<file path="src/otd_pkg.sv">
// Shared types, codes and helpers for the orientation and tap detector.
// No dependencies; imported by every module of the block.
package otd_pkg;

    localparam int AXIS_W  = 16;
    localparam int DET_W   = 15;
    localparam int CNT_W   = 8;
    localparam int ORI_W   = 3;
    localparam int CFG_IDX_W = 3;
    localparam int CFG_DAT_W = 16;

    // orientation codes
    localparam logic [ORI_W-1:0] ORI_XP   = 3'd0;
    localparam logic [ORI_W-1:0] ORI_YP   = 3'd1;
    localparam logic [ORI_W-1:0] ORI_ZP   = 3'd2;
    localparam logic [ORI_W-1:0] ORI_XN   = 3'd3;
    localparam logic [ORI_W-1:0] ORI_YN   = 3'd4;
    localparam logic [ORI_W-1:0] ORI_ZN   = 3'd5;
    localparam logic [ORI_W-1:0] ORI_NONE = 3'd6;

    // configuration register indexes
    localparam logic [CFG_IDX_W-1:0] CFG_DETECT_THR = 3'd0;
    localparam logic [CFG_IDX_W-1:0] CFG_LEAVE_THR  = 3'd1;
    localparam logic [CFG_IDX_W-1:0] CFG_DIP_THR    = 3'd2;
    localparam logic [CFG_IDX_W-1:0] CFG_LEAVE_SMP  = 3'd3;
    localparam logic [CFG_IDX_W-1:0] CFG_EVENT_LIM  = 3'd4;

    // reset values
    localparam logic        [DET_W-1:0]  RST_DETECT_THR = 15'd3900;
    localparam logic signed [AXIS_W-1:0] RST_LEAVE_THR  = 16'sd2000;
    localparam logic signed [AXIS_W-1:0] RST_DIP_THR    = -16'sd500;
    localparam logic        [CNT_W-1:0]  RST_LEAVE_SMP  = 8'd4;
    localparam logic        [CNT_W-1:0]  RST_EVENT_LIM  = 8'd10;

    localparam logic [CNT_W-1:0] CNT_MAX = {CNT_W{1'b1}};

    typedef struct packed {
        logic        [DET_W-1:0]  detect_thr;
        logic signed [AXIS_W-1:0] leave_thr;
        logic signed [AXIS_W-1:0] dip_thr;
        logic        [CNT_W-1:0]  leave_smp;
        logic        [CNT_W-1:0]  event_lim;
    } t_cfg;

    typedef struct packed {
        logic [ORI_W-1:0] ori_now;
        logic             ori_lost;
        logic             det_ran;
        logic             tap_valid;
        logic [CNT_W-1:0] tap_len;
        logic [ORI_W-1:0] tap_ori;
    } t_result;

    // negation with -32768 saturating to +32767
    function automatic logic signed [AXIS_W-1:0] neg_sat(input logic signed [AXIS_W-1:0] v);
        logic signed [AXIS_W-1:0] res;
        if (v == {1'b1, {(AXIS_W-1){1'b0}}}) begin
            res = {1'b0, {(AXIS_W-1){1'b1}}};
        end else begin
            res = -v;
        end
        return res;
    endfunction

    function automatic logic [CNT_W-1:0] inc_sat(input logic [CNT_W-1:0] c);
        logic [CNT_W-1:0] res;
        if (c == CNT_MAX) begin
            res = CNT_MAX;
        end else begin
            res = c + 1'b1;
        end
        return res;
    endfunction

endpackage

</file>
<file path="src/otd_cfg_regs.sv">
// Configuration register file of the orientation and tap detector.
// Depends on otd_pkg for register indexes, reset values and t_cfg.
module otd_cfg_regs import otd_pkg::*; (
    input  logic                 i_clk,
    input  logic                 i_rst_n,
    input  logic                 i_cfg_wr_en,
    input  logic [CFG_IDX_W-1:0] i_cfg_index,
    input  logic [CFG_DAT_W-1:0] i_cfg_data,
    output t_cfg                 o_cfg
);

    t_cfg r_cfg;

    always_ff @(posedge i_clk) begin
        if (!i_rst_n) begin
            r_cfg.detect_thr <= RST_DETECT_THR;
            r_cfg.leave_thr  <= RST_LEAVE_THR;
            r_cfg.dip_thr    <= RST_DIP_THR;
            r_cfg.leave_smp  <= RST_LEAVE_SMP;
            r_cfg.event_lim  <= RST_EVENT_LIM;
        end else if (i_cfg_wr_en) begin
            unique case (i_cfg_index)
                CFG_DETECT_THR: r_cfg.detect_thr <= i_cfg_data[DET_W-1:0];
                CFG_LEAVE_THR:  r_cfg.leave_thr  <= i_cfg_data;
                CFG_DIP_THR:    r_cfg.dip_thr    <= i_cfg_data;
                CFG_LEAVE_SMP:  r_cfg.leave_smp  <= i_cfg_data[CNT_W-1:0];
                CFG_EVENT_LIM:  r_cfg.event_lim  <= i_cfg_data[CNT_W-1:0];
                default: ;
            endcase
        end
    end

    assign o_cfg = r_cfg;

endmodule

</file>
<file path="src/otd_core.sv">
// Per-sample step: held orientation, low and dip run counters, tap report.
// Depends on otd_pkg; state advances when i_step is high.
module otd_core import otd_pkg::*; (
    input  logic                     i_clk,
    input  logic                     i_rst_n,
    input  logic                     i_step,
    input  t_cfg                     i_cfg,
    input  logic signed [AXIS_W-1:0] i_ax,
    input  logic signed [AXIS_W-1:0] i_ay,
    input  logic signed [AXIS_W-1:0] i_az,
    output t_result                  o_res
);

    logic [ORI_W-1:0] r_held, n_held;
    logic [CNT_W-1:0] r_low,  n_low;
    logic [CNT_W-1:0] r_dip,  n_dip;

    always_comb begin
        logic signed [AXIS_W-1:0] val;
        logic signed [AXIS_W:0]   thr_p;
        logic signed [AXIS_W:0]   thr_n;
        logic [CNT_W-1:0]         low_inc;
        logic [ORI_W-1:0]         ori;
        logic                     held;

        val     = '0;
        held    = 1'b1;
        ori     = r_held;
        n_low   = r_low;
        n_dip   = r_dip;
        o_res   = '0;
        o_res.tap_ori = ORI_NONE;

        case (r_held)
            ORI_XP:  val = i_ax;
            ORI_YP:  val = i_ay;
            ORI_ZP:  val = i_az;
            ORI_XN:  val = neg_sat(i_ax);
            ORI_YN:  val = neg_sat(i_ay);
            ORI_ZN:  val = neg_sat(i_az);
            default: held = 1'b0;
        endcase

        low_inc = inc_sat(r_low);

        if (held) begin
            if (val < i_cfg.leave_thr) begin
                n_low = low_inc;
                if (low_inc > i_cfg.leave_smp) begin
                    ori = ORI_NONE;
                    o_res.ori_lost = 1'b1;
                    n_low = '0;
                end
            end else begin
                n_low = '0;
            end

            if (val < i_cfg.dip_thr) begin
                n_dip = inc_sat(r_dip);
            end else begin
                if ((r_dip != '0) && (r_dip < i_cfg.event_lim)) begin
                    o_res.tap_valid = 1'b1;
                    o_res.tap_len   = r_dip;
                    o_res.tap_ori   = ori;
                end
                n_dip = '0;
            end
        end else begin
            ori = ORI_NONE;
        end

        // acquisition: X, Y, Z in turn, plus face before minus face
        thr_p = $signed({2'b00, i_cfg.detect_thr});
        thr_n = -thr_p;
        if (ori == ORI_NONE) begin
            if      ($signed({i_ax[AXIS_W-1], i_ax}) > thr_p) ori = ORI_XP;
            else if ($signed({i_ax[AXIS_W-1], i_ax}) < thr_n) ori = ORI_XN;
            else if ($signed({i_ay[AXIS_W-1], i_ay}) > thr_p) ori = ORI_YP;
            else if ($signed({i_ay[AXIS_W-1], i_ay}) < thr_n) ori = ORI_YN;
            else if ($signed({i_az[AXIS_W-1], i_az}) > thr_p) ori = ORI_ZP;
            else if ($signed({i_az[AXIS_W-1], i_az}) < thr_n) ori = ORI_ZN;
            o_res.det_ran = 1'b1;
            n_low = '0;
            n_dip = '0;
        end

        n_held        = ori;
        o_res.ori_now = ori;
    end

    always_ff @(posedge i_clk) begin
        if (!i_rst_n) begin
            r_held <= ORI_ZP;
            r_low  <= '0;
            r_dip  <= '0;
        end else if (i_step) begin
            r_held <= n_held;
            r_low  <= n_low;
            r_dip  <= n_dip;
        end
    end

endmodule

</file>
<file path="src/orientation_tap_detector.sv">
// Top level of the orientation and tap detector: input register, step, result register.
// Depends on otd_pkg, otd_cfg_regs and otd_core.
//
//   channel   valid         stall         payload
//   input     i_in_valid    o_in_stall    i_accel_x, i_accel_y, i_accel_z
//   result    o_out_valid   i_out_stall   o_orientation_now .. o_tap_orientation
//   config    i_cfg_wr_en   (none)        i_cfg_index, i_cfg_data
//
// One sample per cycle unless the result stalls; input register, then result register.
// The held orientation and run counters advance as a sample moves into the result register.
// Synchronous active-low reset: orientation Z+, counters zero, registers at defaults.
// A stalled result holds the pipe; o_in_stall rises only while both registers are full.
module orientation_tap_detector import otd_pkg::*; (
    input  logic                     i_clk,
    input  logic                     i_rst_n,
    input  logic                     i_in_valid,
    output logic                     o_in_stall,
    input  logic signed [AXIS_W-1:0] i_accel_x,
    input  logic signed [AXIS_W-1:0] i_accel_y,
    input  logic signed [AXIS_W-1:0] i_accel_z,
    output logic                     o_out_valid,
    input  logic                     i_out_stall,
    output logic [ORI_W-1:0]         o_orientation_now,
    output logic                     o_orientation_lost,
    output logic                     o_detection_ran,
    output logic                     o_tap_valid,
    output logic [CNT_W-1:0]         o_tap_length,
    output logic [ORI_W-1:0]         o_tap_orientation,
    input  logic                     i_cfg_wr_en,
    input  logic [CFG_IDX_W-1:0]     i_cfg_index,
    input  logic [CFG_DAT_W-1:0]     i_cfg_data
);

    t_cfg    cfg;
    t_result res;

    logic                     r_in_valid;
    logic signed [AXIS_W-1:0] r_ax, r_ay, r_az;
    logic                     r_out_valid;
    t_result                  r_res;

    logic out_free, step, in_xfer;

    assign out_free   = !r_out_valid || !i_out_stall;
    assign step       = r_in_valid && out_free;
    assign o_in_stall = r_in_valid && !out_free;
    assign in_xfer    = i_in_valid && !o_in_stall;

    otd_cfg_regs u_cfg (
        .i_clk       (i_clk),
        .i_rst_n     (i_rst_n),
        .i_cfg_wr_en (i_cfg_wr_en),
        .i_cfg_index (i_cfg_index),
        .i_cfg_data  (i_cfg_data),
        .o_cfg       (cfg)
    );

    otd_core u_core (
        .i_clk   (i_clk),
        .i_rst_n (i_rst_n),
        .i_step  (step),
        .i_cfg   (cfg),
        .i_ax    (r_ax),
        .i_ay    (r_ay),
        .i_az    (r_az),
        .o_res   (res)
    );

    always_ff @(posedge i_clk) begin
        if (!i_rst_n) begin
            r_in_valid  <= 1'b0;
            r_out_valid <= 1'b0;
        end else begin
            if (in_xfer) begin
                r_in_valid <= 1'b1;
            end else if (step) begin
                r_in_valid <= 1'b0;
            end
            if (step) begin
                r_out_valid <= 1'b1;
            end else if (out_free) begin
                r_out_valid <= 1'b0;
            end
        end
    end

    always_ff @(posedge i_clk) begin
        if (in_xfer) begin
            r_ax <= i_accel_x;
            r_ay <= i_accel_y;
            r_az <= i_accel_z;
        end
        if (step) begin
            r_res <= res;
        end
    end

    assign o_out_valid        = r_out_valid;
    assign o_orientation_now  = r_res.ori_now;
    assign o_orientation_lost = r_res.ori_lost;
    assign o_detection_ran    = r_res.det_ran;
    assign o_tap_valid        = r_res.tap_valid;
    assign o_tap_length       = r_res.tap_len;
    assign o_tap_orientation  = r_res.tap_ori;

    a_tap_len_nonzero: assert property (@(posedge i_clk) disable iff (!i_rst_n)
        o_out_valid && o_tap_valid |-> o_tap_length != '0)
        else $error("tap reported with zero length");

    a_no_tap_fields: assert property (@(posedge i_clk) disable iff (!i_rst_n)
        o_out_valid && !o_tap_valid |-> o_tap_length == '0 && o_tap_orientation == ORI_NONE)
        else $error("tap fields set without a tap");

    a_lost_runs_detect: assert property (@(posedge i_clk) disable iff (!i_rst_n)
        o_out_valid && o_orientation_lost |-> o_detection_ran)
        else $error("orientation dropped without acquisition pass");

    a_held_not_none: assert property (@(posedge i_clk) disable iff (!i_rst_n)
        o_out_valid && !o_detection_ran |-> o_orientation_now != ORI_NONE)
        else $error("no orientation held but acquisition skipped");

    a_stall_only_full: assert property (@(posedge i_clk) disable iff (!i_rst_n)
        o_in_stall |-> r_in_valid && r_out_valid)
        else $error("input stalled with a free stage");

endmodule

</file>
<file path="config.mk">
export PLATFORM = sky130hd
export DESIGN_NAME = orientation_tap_detector
export DESIGN_NICKNAME = d
export VERILOG_FILES = /design/src/otd_pkg.sv /design/src/otd_cfg_regs.sv /design/src/otd_core.sv /design/src/orientation_tap_detector.sv
export SDC_FILE = /design/constraint.sdc
export NUM_CORES = 1
export LEC_CHECK = 0
export ABC_CLOCK_PERIOD_IN_PS = 10800
export BUFFER_PORTS_ARGS = -buffer_cell sky130_fd_sc_hd__buf_4
export CORE_MARGIN = 1
export CORE_UTILIZATION = 34
export CTS_CLUSTER_DIAMETER = 30
export DETAILED_ROUTE_END_ITERATION = 8
export GPL_ROUTABILITY_DRIVEN = 0
export PLACE_DENSITY_LB_ADDON = 0.15
export SYNTH_ARGS = -nofsm -noshare
export SYNTH_HDL_FRONTEND = slang
export SYNTH_SLANG_ARGS = --single-unit
</file>
<file path="constraint.sdc">
create_clock -name i_clk -period 10.8 [get_ports i_clk]
set_input_delay 0.54 -clock i_clk [delete_from_list [all_inputs] [get_ports i_clk]]
set_output_delay 0.54 -clock i_clk [all_outputs]
set_load 0.05 [all_outputs]
</file>
# Word level (Yosys, flattened, before mapping)

Index checks and enable logic that the tools add are counted.

Flip-flop bits (word level): 149
Latch bits: 0
Bits in writable memories: 0
Bits in read-only memories: 0
Output and inout bits: 19
Word-level logic and storage cells: 108
Memories: 0

Add/sub/neg operators: 6
$mul: 0
Divide/modulo/power cells: 0
Magnitude comparators: 10
Equality and inequality tests: 15
Shift operators: 0
Mux-type cells: 31
Bitwise gates (word level): 2
Reduce and logical (&&, ||, !) cells: 25

Operator list:

| operator             | number |
|---|---|
| $pmux 16 s6          | 1 |
| $mux 8               | 9 |
| $lt 16x17->1         | 3 |
| $eq 16x16->1 const B | 3 |
| $gt 16x16->1         | 3 |
| $mux 16              | 3 |
| $neg 16->16          | 3 |
| $lt 16x16->1         | 2 |
| $mux 3               | 10 |
| $neg 15->17          | 1 |
| $add 8x1->8 const B  | 2 |
| $eq 8x8->1 const B   | 2 |
| $reduce_and 2->1     | 7 |
| $eq 3x2->1 const B   | 4 |
| $eq 3x3->1 const B   | 4 |
| $mux 12              | 1 |
| $gt 8x8->1           | 1 |
| $lt 8x8->1           | 1 |
| $reduce_bool 8->1    | 1 |
| $mux 1               | 7 |
| $eq 3x1->1 const B   | 2 |
| $logic_not 3->1      | 2 |
| $reduce_bool 2->1    | 3 |
| $reduce_or 6->1      | 1 |
| 6 further kinds      | 13 |

# Logic depth before layout (Yosys ltp)

Depth after elaboration: 13
Gate-level depth with buffers: 20
Mapped depth without buffers: 20

# Cells and area by module

A second synthesis with hierarchy kept.

Cells, all modules: 1222
Area total of the unflattened synthesis: 11045.6 sq um

Modules (own cells, without submodules):

| module                   | times used | cells an instance | area an instance (sq um) |
|---|---|---|---|
| otd_core                 | 1          | 907               | 6503.7 |
| otd_cfg_regs             | 1          | 242               | 2506.2 |
| orientation_tap_detector | 1          | 73                | 2035.7 |

# Least setup slack after synthesis

No wires, ideal clock.

Path type: flip-flop to flip-flop
From: register r_ax[3]
To: register r_res, in the netlist o_orientation_now[0], data pin
Library setup time: 0.260 ns
Data arrival time: 4.502 ns
Path slack: 6.038 ns
Cell stages (with the launch flop): 19
Cells stage by stage: edfxtp_1 nor4_2 nand2_1 or4_1 nor4_1 mux2i_1 mux4_2 inv_1 o21ai_0 ha_1 or2_2 a31oi_1 a211oi_1 and3b_4 a2111oi_4 or2_4 nor2_2 inv_2 mux2_2

RTL lines:

| item                     | RTL line                       | RTL |
|---|---|---|
| start: declaration       | orientation_tap_detector.sv:38 | `logic signed [AXIS_W-1:0] r_ax, r_ay, r_az;` |
| start signal: assignment | orientation_tap_detector.sv:89 | `r_ax <= i_accel_x;` |
| end signal: assignment   | orientation_tap_detector.sv:94 | `r_res <= res;` |
| end: declaration         | orientation_tap_detector.sv:40 | `t_result r_res;` |

==> results.yml <==
run_status:
  outcome: "complete, no violations"
sta:
  finalClockSkew_ps: 9.85
  max_freq_mhz: 185
  relSlewSlack: 0.188
  hold_viol: 0
  whs_ps: 268
  worst_slew_pin_slew_ps: 1210
  fin_tns_setup_ps: 0
  setup_viol: 0
  rsz0062_at_grt: "false"
  fin_crit_sh: 0.500
  finalMaxSlewViolations: 0
  min_period_ps: 5400
critical_path:
  arrival_ps: 5600
  crit_start: "r_az[0]$_DFFE_PP_"
  required_ps: 11000
  path_class: "reg2reg"
  cp_num_buf_inv: 2
  max_stage_delay_ps: 550
  crit_fanout: 7
  crit_chain: "inv_1 -> ha_1 -> or4b_4 -> or2_2 -> nand2b_1 -> a32oi_1 -> o311ai_0 -> ha_1 -> a31oi_1 -> a211oi_1 -> and3b_4 -> a2111oi_4 -> or2_4 -> nor2_2 -> inv_2 -> mux2_2"
  r2r-end: "o_orientation_now[0]$_DFFE_PP_"
  crit_family: "simple AND/OR/NAND/NOR gates"
  slowest_stage: "ha_1"
  cp.depth: 16
  crit_top_cell: "ha_1"
  end_kind: "register"
  reg2reg_slack_ps: 5400
  r2r_start: "r_az[0]$_DFFE_PP_"
  reg2reg_depth: 16
  endpoint: "o_orientation_now[0]$_DFFE_PP_"
  critPathLaunchType: "register"
power:
  power_w: 0.00145
  power.density_nw_per_um2: 118
  ir_drop_v: 0.0000940
  p_leak_nw: 5.03
clocking:
  clkTransAtPathRegs_ps: 70
  ctsResizeCount: 0
  clock_path_buffers: 2
  cts.sinks: 149
  cts_hold_buf: 0
  clk_latency_ps: 440
  post_cts_buffers: 0
  cts_tree: "done"
  htreeDepth: 4
  clock-root-buffer: "clkbuf_16"
  cts_inserted_buffers: 17
yosys:
  syn_area_um2: 10600
  synth_warnings: 0
  syn_area_per_cell_um2: 8.69
  ys_seq_elements: 149
  ys_seq_area_frac: 0.342
  synthTopCellsByArea: "edfxtp_1 (18%), ha_1 (17%), dfxtp_1 (16%), nand2_1 (5.8%), a21oi_1 (5.4%)"
  synth_top_area_frac: 0.184
  synth_cell_type_count: 79
  synth_fp_nets: 1441
  synth_flop_cell: "dfxtp_1"
  synthArstFlopShare: 0
  synthCells: 1224
  synth_edf_count: 65
  netlist.top_cell.by_area: "edfxtp_1"
global_routing:
  met3_usage: 0.0278
  grt_pass1_wl_mm: 51.5
  grt-busiest-layer: "met2"
  grt_max_degree: 49
  grt_usage: 0.216
  antenna_found_initial: 0
  grt_util_met1: 0.297
  overflow: 0
  grt_use_met2: 0.350
  grt_pass1_vias: 8778
placed_design:
  portBuffers: 90
  dpl.hpwl_mm: 26.0
route:
  drtIter0Drc: 721
  vias: 9473
  drc: 0
  wire_per_inst_um: 19.6
  wl_mm: 33.6
  firstDrtPassIters: 7
  postRouteAntennaNets: 0
  via_per_inst: 5.53
floorplan:
  core_um2: 30700
  die_h_um: 179
  start_util: 0.347
  ioPinCount: 91
  die_area_um2: 32000
  rows: 64
  fp.dieW_um: 179
finish:
  fin_nets: 1522
  num-fill-cells: 3153
  antenna_cells: 0
  synthToLayoutAreaGrowth_pct: 15.9
  drive_above_1_share: 0.121
  final_cell_mix: "nand2_1 (163), ha_1 (145), a21oi_1 (115)"
  final_common_cell: "nand2_1"
worst_hold_path:
  hold_class: "in2reg"
  hp-start: "i_accel_y[1]"
run:
  drv_cap: 0
[metrics by stage]
step	util	worst slack (ps)	instance area, µm²	instances
finish	0.402	5400	12300	1714
global route	0.402	4950	12300	1714
CTS	0.402	5410	12300	1714
detailed placement	0.383	5420	11700	1682
global placement	0.383	5520	11700	1682
floorplan	-	6040	10600	1224
[cell type report]
class	instances	area [µm²]	area share
clock inverters	14	131	0.0107
flip-flops and latches	149	3630	0.295
repair buffers	99	743	0.0603
well taps	396	495	0.0402
multi-input cells	951	6540	0.531
clock buffers	18	450	0.0365
inverters	87	327	0.0265
[registers in the layout, indices dropped and copies added, names as in the netlist, 3 cells and up]
register           count
o_tap_length           8
u_core.r_dip           8
r_ay                  16
r_ax                  16
u_cfg.o_cfg           63
u_core.r_held          3
r_az                  16
o_tap_orientation      3
o_orientation_now      3
u_core.r_low           8
[logic make-up after synthesis]
family,count (synthesis),share of synthesized area
buf+inv,124,0.0439
simple gates,438,0.203
flops,149,0.342
fa+ha+maj,145,0.171
compound gates,302,0.182
xor+xnor,43,0.0354
mux,23,0.0232
[worst min-delay path by stage]
stage | depth (start not counted) | end | slack (ps)
final | 1 | r_ay[1]$_DFFE_PP_ | 270
after CTS | 1 | r_ay[1]$_DFFE_PP_ | 250
after floorplan | 2 | u_cfg.o_cfg[16]$_SDFFE_PN0P_ | 430
after global placement | 2 | u_cfg.o_cfg[17]$_SDFFE_PN0P_ | 440
after detailed placement | 2 | u_cfg.o_cfg[44]$_SDFFE_PN0P_ | 450
after global routing | 1 | r_ay[0]$_DFFE_PP_ | 240
[cells in the mapped netlist (25+ instances only)]
cell	number
nand4_1	25
inv_1	85
dfxtp_1	84
xnor2_1	28
nor2_1	73
nand2_1	163
o211ai_1	36
o21ai_0	52
ha_1	145
a21oi_1	115
edfxtp_1	65
nand3_1	32
clkbuf_1	33
nor3_1	38
[power by group]
part,leakage [nW],internal (W),total [W],switching [W]
combinational,3.43,0.0000831,0.000206,0.000122
clock,0.288,0.000319,0.000607,0.000287
sequential,1.30,0.000610,0.000639,0.0000294
total,5.03,0.00101,0.00145,0.000439
[routing by layer]
metal	vias up	wire, µm
li1	4682	-
met1	4486	15700
met2	266	15600
met3	39	1580
met4	0	778
met5	-	0
Power figures use the tool's default switching activity.
